`src/rtl/dq_pkg.sv`:
```
// Shared types and constants for the double-ended queue.
// Used by dq_ctrl and double_ended_queue; depends on nothing.
`default_nettype none

package dq_pkg;

  // Ring depth in words. It must be a power of two so that positions wrap by truncation.
  localparam int CAPACITY = 16;
  localparam int ADDR_W   = $clog2(CAPACITY);
  localparam int DATA_W   = 32;
  // Occupancy counts from 0 to CAPACITY inclusive.
  localparam int OCC_W    = $clog2(CAPACITY + 1);

  // Command codes carried on the input beat.
  typedef enum logic [1:0] {
    CMD_PUSH_FRONT = 2'd0,
    CMD_PUSH_BACK  = 2'd1,
    CMD_POP_FRONT  = 2'd2,
    CMD_POP_BACK   = 2'd3
  } cmd_t;

  // Status codes returned with every result beat.
  typedef enum logic [1:0] {
    ST_DONE  = 2'd0,
    ST_EMPTY = 2'd1,
    ST_FULL  = 2'd2
  } status_t;

  // Request from the pointer logic to the memory and the result stage.
  typedef struct packed {
    logic              wr_en;
    logic              rd_en;
    logic [ADDR_W-1:0] addr;
    logic              pop_ok;
    status_t           status;
    logic [OCC_W-1:0]  occupancy;
  } dq_req_t;

endpackage

`default_nettype wire

```
`src/rtl/dq_ram.sv`:
```
// Single-port synchronous RAM holding the ring entries, with a registered read.
// Generic; depends on no package.
`default_nettype none

module dq_ram #(
  parameter int ADDR_W = 4,
  parameter int DATA_W = 32
) (
  input  wire logic              clk,
  input  wire logic              wr_en,
  input  wire logic              rd_en,
  input  wire logic [ADDR_W-1:0] addr,
  input  wire logic [DATA_W-1:0] wr_data,
  output logic      [DATA_W-1:0] rd_data
);

  logic [DATA_W-1:0] mem [2**ADDR_W];

  // Write port. No reset: entries are undefined until pushed.
  always_ff @(posedge clk) begin
    if (wr_en) begin
      mem[addr] <= wr_data;
    end
  end

  // Registered read; the data holds until the next read.
  always_ff @(posedge clk) begin
    if (rd_en) begin
      rd_data <= mem[addr];
    end
  end

endmodule

`default_nettype wire

```
`src/rtl/dq_ctrl.sv`:
```
// Front position and count registers with the ring address computation.
// Depends on dq_pkg.
`default_nettype none

module dq_ctrl
  import dq_pkg::*;
(
  input  wire logic       clk,
  input  wire logic       rst,
  input  wire logic       fire,
  input  wire logic [1:0] command,
  output dq_req_t         req
);

  logic [ADDR_W-1:0] head;
  logic [ADDR_W-1:0] head_next;
  logic [OCC_W-1:0]  count;
  logic [OCC_W-1:0]  count_next;
  logic [ADDR_W-1:0] count_lo;
  logic              full;
  logic              empty;

  assign count_lo = count[ADDR_W-1:0];
  assign full     = (count == OCC_W'(CAPACITY));
  assign empty    = (count == '0);

  // Decode the command against the current ends of the ring.
  always_comb begin
    head_next     = head;
    count_next    = count;
    req.wr_en     = 1'b0;
    req.rd_en     = 1'b0;
    req.addr      = head;
    req.pop_ok    = 1'b0;
    req.status    = ST_DONE;
    case (cmd_t'(command))
      CMD_PUSH_FRONT: begin
        if (full) begin
          req.status = ST_FULL;
        end else begin
          head_next  = ADDR_W'(head - 1'b1);
          req.addr   = ADDR_W'(head - 1'b1);
          req.wr_en  = 1'b1;
          count_next = OCC_W'(count + 1'b1);
        end
      end
      CMD_PUSH_BACK: begin
        if (full) begin
          req.status = ST_FULL;
        end else begin
          req.addr   = ADDR_W'(head + count_lo);
          req.wr_en  = 1'b1;
          count_next = OCC_W'(count + 1'b1);
        end
      end
      CMD_POP_FRONT: begin
        if (empty) begin
          req.status = ST_EMPTY;
        end else begin
          req.addr   = head;
          req.rd_en  = 1'b1;
          req.pop_ok = 1'b1;
          head_next  = ADDR_W'(head + 1'b1);
          count_next = OCC_W'(count - 1'b1);
        end
      end
      CMD_POP_BACK: begin
        if (empty) begin
          req.status = ST_EMPTY;
        end else begin
          req.addr   = ADDR_W'(head + count_lo - 1'b1);
          req.rd_en  = 1'b1;
          req.pop_ok = 1'b1;
          count_next = OCC_W'(count - 1'b1);
        end
      end
      default: begin
        req.status = ST_DONE;
      end
    endcase
    req.occupancy = count_next;
    // Memory accesses only happen on an accepted beat.
    req.wr_en = req.wr_en & fire;
    req.rd_en = req.rd_en & fire;
  end

  // The front position and count registers update only on an accepted beat.
  always_ff @(posedge clk) begin
    if (rst) begin
      head  <= '0;
      count <= '0;
    end else if (fire) begin
      head  <= head_next;
      count <= count_next;
    end
  end

endmodule

`default_nettype wire

```
`src/rtl/double_ended_queue.sv`:
```
// Bounded double-ended queue of signed 32-bit words.
//
// Input channel: command (push front, push back, pop front, pop back) and
// value_in, qualified by in_valid and throttled by in_stall. A beat is
// taken at a rising edge with in_valid high and in_stall low.
// Output channel: value_out, status and occupancy, qualified by out_valid
// and throttled by out_stall. Every input beat yields exactly one result.
// A pop returns the removed word; pushes and pops on an empty queue return
// zero. A push on a full queue is dropped with a full status.
//
// Each result passes through the memory read, with the read stage holding
// its fields, and then the output register. Throughput is one command per
// cycle while in_stall is low, set by the single RAM port, which takes either
// the push write or the pop read. Consecutive commands never touch the same
// entry at the same time, so no forwarding is needed.
//
// Reset (synchronous, active high) empties the queue and the pipeline; the
// store contents are left as they are. When the receiver stalls, the output
// register holds, then the read stage fills, and in_stall rises.
// Depends on dq_pkg, dq_ctrl and dq_ram.
`default_nettype none

module double_ended_queue
  import dq_pkg::*;
(
  input  wire logic                     clk,
  input  wire logic                     rst,
  input  wire logic                     in_valid,
  output logic                          in_stall,
  input  wire logic [1:0]               command,
  input  wire logic signed [DATA_W-1:0] value_in,
  output logic                          out_valid,
  input  wire logic                     out_stall,
  output logic signed [DATA_W-1:0]      value_out,
  output logic [1:0]                    status,
  output logic [OCC_W-1:0]              occupancy
);

  dq_req_t           req;
  logic              fire;
  logic              advance;
  logic [DATA_W-1:0] rd_data;

  logic              s1_valid;
  logic              s1_pop_ok;
  status_t           s1_status;
  logic [OCC_W-1:0]  s1_occ;

  // The read stage moves on when the output register is free or draining.
  assign advance  = s1_valid && (!out_valid || !out_stall);
  assign in_stall = s1_valid && !advance;
  assign fire     = in_valid && !in_stall;

  dq_ctrl u_ctrl (
    .clk     (clk),
    .rst     (rst),
    .fire    (fire),
    .command (command),
    .req     (req)
  );

  dq_ram #(
    .ADDR_W (ADDR_W),
    .DATA_W (DATA_W)
  ) u_ram (
    .clk     (clk),
    .wr_en   (req.wr_en),
    .rd_en   (req.rd_en),
    .addr    (req.addr),
    .wr_data ($unsigned(value_in)),
    .rd_data (rd_data)
  );

  // Read stage: result fields wait here while the memory delivers the word.
  always_ff @(posedge clk) begin
    if (rst) begin
      s1_valid <= 1'b0;
    end else if (fire) begin
      s1_valid <= 1'b1;
    end else if (advance) begin
      s1_valid <= 1'b0;
    end
  end

  always_ff @(posedge clk) begin
    if (fire) begin
      s1_pop_ok <= req.pop_ok;
      s1_status <= req.status;
      s1_occ    <= req.occupancy;
    end
  end

  // Output register: the result beat is held while the receiver stalls.
  always_ff @(posedge clk) begin
    if (rst) begin
      out_valid <= 1'b0;
    end else if (advance) begin
      out_valid <= 1'b1;
    end else if (!out_stall) begin
      out_valid <= 1'b0;
    end
  end

  always_ff @(posedge clk) begin
    if (advance) begin
      value_out <= s1_pop_ok ? $signed(rd_data) : '0;
      status    <= s1_status;
      occupancy <= s1_occ;
    end
  end

  // A refused push only happens with the ring full.
  a_full_occ : assert property (@(posedge clk) disable iff (rst)
    out_valid && (status == ST_FULL) |-> (occupancy == OCC_W'(CAPACITY)))
    else $error("full status with ring not full");

  // An empty pop only happens with the ring empty.
  a_empty_occ : assert property (@(posedge clk) disable iff (rst)
    out_valid && (status == ST_EMPTY) |-> (occupancy == '0))
    else $error("empty status with words stored");

  // Failed commands return zero data.
  a_fail_zero : assert property (@(posedge clk) disable iff (rst)
    out_valid && (status != ST_DONE) |-> (value_out == '0))
    else $error("nonzero data on failed command");

  // Occupancy never exceeds the ring depth.
  a_occ_bound : assert property (@(posedge clk) disable iff (rst)
    out_valid |-> (occupancy <= OCC_W'(CAPACITY)))
    else $error("occupancy beyond capacity");

endmodule

`default_nettype wire
```
`config.mk`:
```
export PLATFORM = sky130hd
export DESIGN_NAME = double_ended_queue
export DESIGN_NICKNAME = d
export VERILOG_FILES = /design/src/rtl/dq_pkg.sv /design/src/rtl/dq_ram.sv /design/src/rtl/dq_ctrl.sv /design/src/rtl/double_ended_queue.sv
export SDC_FILE = /design/constraint.sdc
export NUM_CORES = 1
export LEC_CHECK = 0
export BUFFER_PORTS_ARGS = -buffer_cell sky130_fd_sc_hd__buf_2
export CORE_MARGIN = 2
export CORE_UTILIZATION = 47
export CTS_BUF_LIST = sky130_fd_sc_hd__clkbuf_16
export DETAILED_ROUTE_END_ITERATION = 12
export PLACE_DENSITY = 0.65
export SLEW_MARGIN = 10
export SYNTH_ARGS = -nofsm -noshare
export SYNTH_HDL_FRONTEND = slang
export SYNTH_SLANG_ARGS = --single-unit
export TNS_END_PERCENT = 100
```
`constraint.sdc`:
```
create_clock -name clk -period 5.22 [get_ports clk]
set_input_delay 0.261 -clock clk [delete_from_list [all_inputs] [get_ports clk]]
set_output_delay 0.261 -clock clk [all_outputs]
set_load 0.02 [all_outputs]
```
==> impl_metrics.toml <==
[status]
status = "finished clean"

[drt]
drc = 0
vias = 15040
ant_nets = 0
drtIter0Drc = 1660
wire_per_inst_um = 25.94
routed_wirelength_um = 62090
firstDrtPassIters = 5
via_per_inst = 6.282

[critical_path]
crit_fanout = 32
crit_arrival_ps = 4570
cp.required_ps = 5460
ff2ff_setup_slack_ps = 880
end_kind = "register"
critPathKind = "reg2reg"
cp-start-kind = "register"

[timing]
fin_crit_ps = 4337
finClkSkew_ps = 20.25
drv_slew = 0
fmax_ghz = 0.2306
worst_pin_slew_ps = 1142
setup-violations-final = 0
rsz0062_at_grt = "no"
fin_crit_sh = 0.8308
hold_viol = 0
max-slew-margin-rel = 0.2387

[die]
ioPinCount = 79
die_area_um2 = 54730
dieWidth_um = 233.9
start_util = 0.4738
design.core.area_um2 = 52450
rows = 84
die_h_um = 233.9

[synth]
synthSimpleGateAreaFrac = 0.07769
synth_cell_types = 64
synth_compound_area_frac = 0.1083
synthTopCellsByArea = "edfxtp_1 71%, a22oi_1 2.8%, mux4_2 2.8%, mux2i_1 2.5%, a211oi_1 2.0%"
synth.avg_cell_area_um2 = 15.65
synthAdderAreaFrac = 0.005337
yosys.area_share.xor_xnor = 0.004481
synth_top_area_frac = 0.7142
yosys_warnings = 0
synth-edff-count = 591
yosysSeqAreaShare = 0.7230
synth_flop_cell = "edfxtp_1"
muxShareOfSynthArea = 0.05443
ys_ff_latch = 602
netlist_instances = 1588
async_reset_ff_frac = 0
netlist_area_um2 = 24850
synth_top_area_cell = "edfxtp_1"
syn_nets = 1636
synth_top_family_by_area = "compound AO/OA/AOI/OAI gates"

[global_route]
grtUsageTotal = 0.2296
grt_pass1_wl_um = 93720
grt_max_degree = 68
antenna_found_initial = 1
grt.overflow.total = 0
grt_pass1_vias = 15030

[pwr]
totalPowerFinal_mw = 12.48
p_leak_nw = 9.410
vdd.ir_drop.worst_v = 0.0002786
power_density_nw_per_um2 = 442.2

[finish]
final_common_cell = "edfxtp_1"
final_cells = 2394
mostFrequentLayoutCells = "591 x edfxtp_1, 94 x a22oi_1, 81 x nand2_1"
utilization = 0.5380
drive_gt1_frac = 0.1725
area_growth_pct = 13.55
nNetsFinal = 1705

[min_path]
hold_class = "in2reg"

[clock_tree]
path_clk_slew_ps = 60
clock-sinks = 602
clock_path_buffers = 3
clk_latency_ps = 620
numCtsBuffers = 58
ctsRootBufferMaster = "clkbuf_16"
cts_tree = "done"
cts_repair_resize_count = 0
htreeDepth = 2

[placement]
place_hpwl_um = 34240
place.gp.congestion = 0.8056
placed_cells = 2280
port_buffers = 78

[flow_run]
cap_violations = 0
==> metrics by stage <==
step / setup TNS [ps] / hold WS [ps] / setup slack, ps / cell area [um^2]
finish: 0 / 32.32 / 883.0 / 28220
CTS: 0 / 6.820 / 922.1 / 28210
global route: 0 / 21.94 / 677.8 / 28210
floorplan: -62630 / 340.3 / -179.4 / 24880
detailed placement: 0 / 406.6 / 958.8 / 26260
global placement: 0 / 407.3 / 1048 / 26260
==> final timing paths <==
kind | startpoint | to | cells past startpoint
hold reg to reg | s1_status[0]$_SDFFCE_PP0P_ | status[0]$_DFFE_PP_ | 0
setup / recovery | u_ctrl.count[0]$_SDFFE_PP0P_ | u_ram.mem[12][17]$_DFFE_PP_ | 10
hold / removal | value_in[1] | u_ram.mem[0][1]$_DFFE_PP_ | 1
setup reg to reg | u_ctrl.count[0]$_SDFFE_PP0P_ | u_ram.mem[12][17]$_DFFE_PP_ | 10
==> where the power goes <==
group	total [mW]	internal, mW	switching [mW]
clock network	4.20	2.44	1.77
registers	5.63	5.56	0.0743
logic	2.64	0.931	1.71
==> critical path, stage by stage (launching register included) <==
cell and delay (ps):
dfxtp_1 490, ha_1 250, fa_1 480, o31a_1 330, or3_1 360, a41oi_2 450, xnor2_2 190, buf_4 310
nand4_1 290, nor3_2 220, buf_4 560
==> kinds of logic after synthesis <==
kind of cell,count (synthesis)
adder cells (fa/ha/maj),10
XOR/XNOR,11
AO/OA/AOI/OAI,366
buffers and inverters,147
multiplexers,96
flip-flops,602
AND/OR/NAND/NOR,356
==> timing repair <==
action	CTS	global route
hold buffers	5	0
endpoints found under the setup margin	0	0
hold endpoints to repair	9	0
setup buffers	0	0
==> layout make-up <==
cell class                      instances  area [um^2]
Sequential cell                       602        17970
Tap cell                              688        860.8
Antenna cell                            2        5.005
Clock inverter                         48        429.2
Multi-Input combinational cell        839         6427
Fill cell                            4158        24230
Inverter                               14        52.55
Clock buffer                           59         1476
Timing Repair Buffer                  142        998.5
==> sequential cells by signal (all words and copies together) (netlist names) <==
signal / flops
s1_status: 2
s1_occ: 5
out_valid: 1
u_ctrl.head: 4
u_ram.mem: 512
u_ctrl.count: 5
occupancy: 5
value_out: 32
s1_pop_ok: 1
u_ram.rd_data: 32
s1_valid: 1
status: 2
==> synthesized netlist by cell type (32+ instances only) <==
| cell type | number |
|---|---|
| a22oi_1 | 94 |
| buf_2 | 41 |
| a211oi_1 | 66 |
| a21oi_1 | 47 |
| and2_1 | 34 |
| and3_1 | 67 |
| nor3_1 | 86 |
| nand2_1 | 82 |
| o211ai_1 | 62 |
| edfxtp_1 | 591 |
| mux2i_1 | 62 |
| clkbuf_1 | 73 |
| a31oi_1 | 33 |
| or4_1 | 32 |
==> per-layer routing <==
layer | part of all wire | GRT usage | up-vias
li1 | - | - | 6581
met1 | 0.43 | 0.3244 | 7698
met2 | 0.48 | 0.3718 | 668
met3 | 0.074 | 0.03806 | 93
met4 | 0.022 | 0.06191 | 0
met5 | 0 | 0 | -
(Power assumes the default switching activity.)
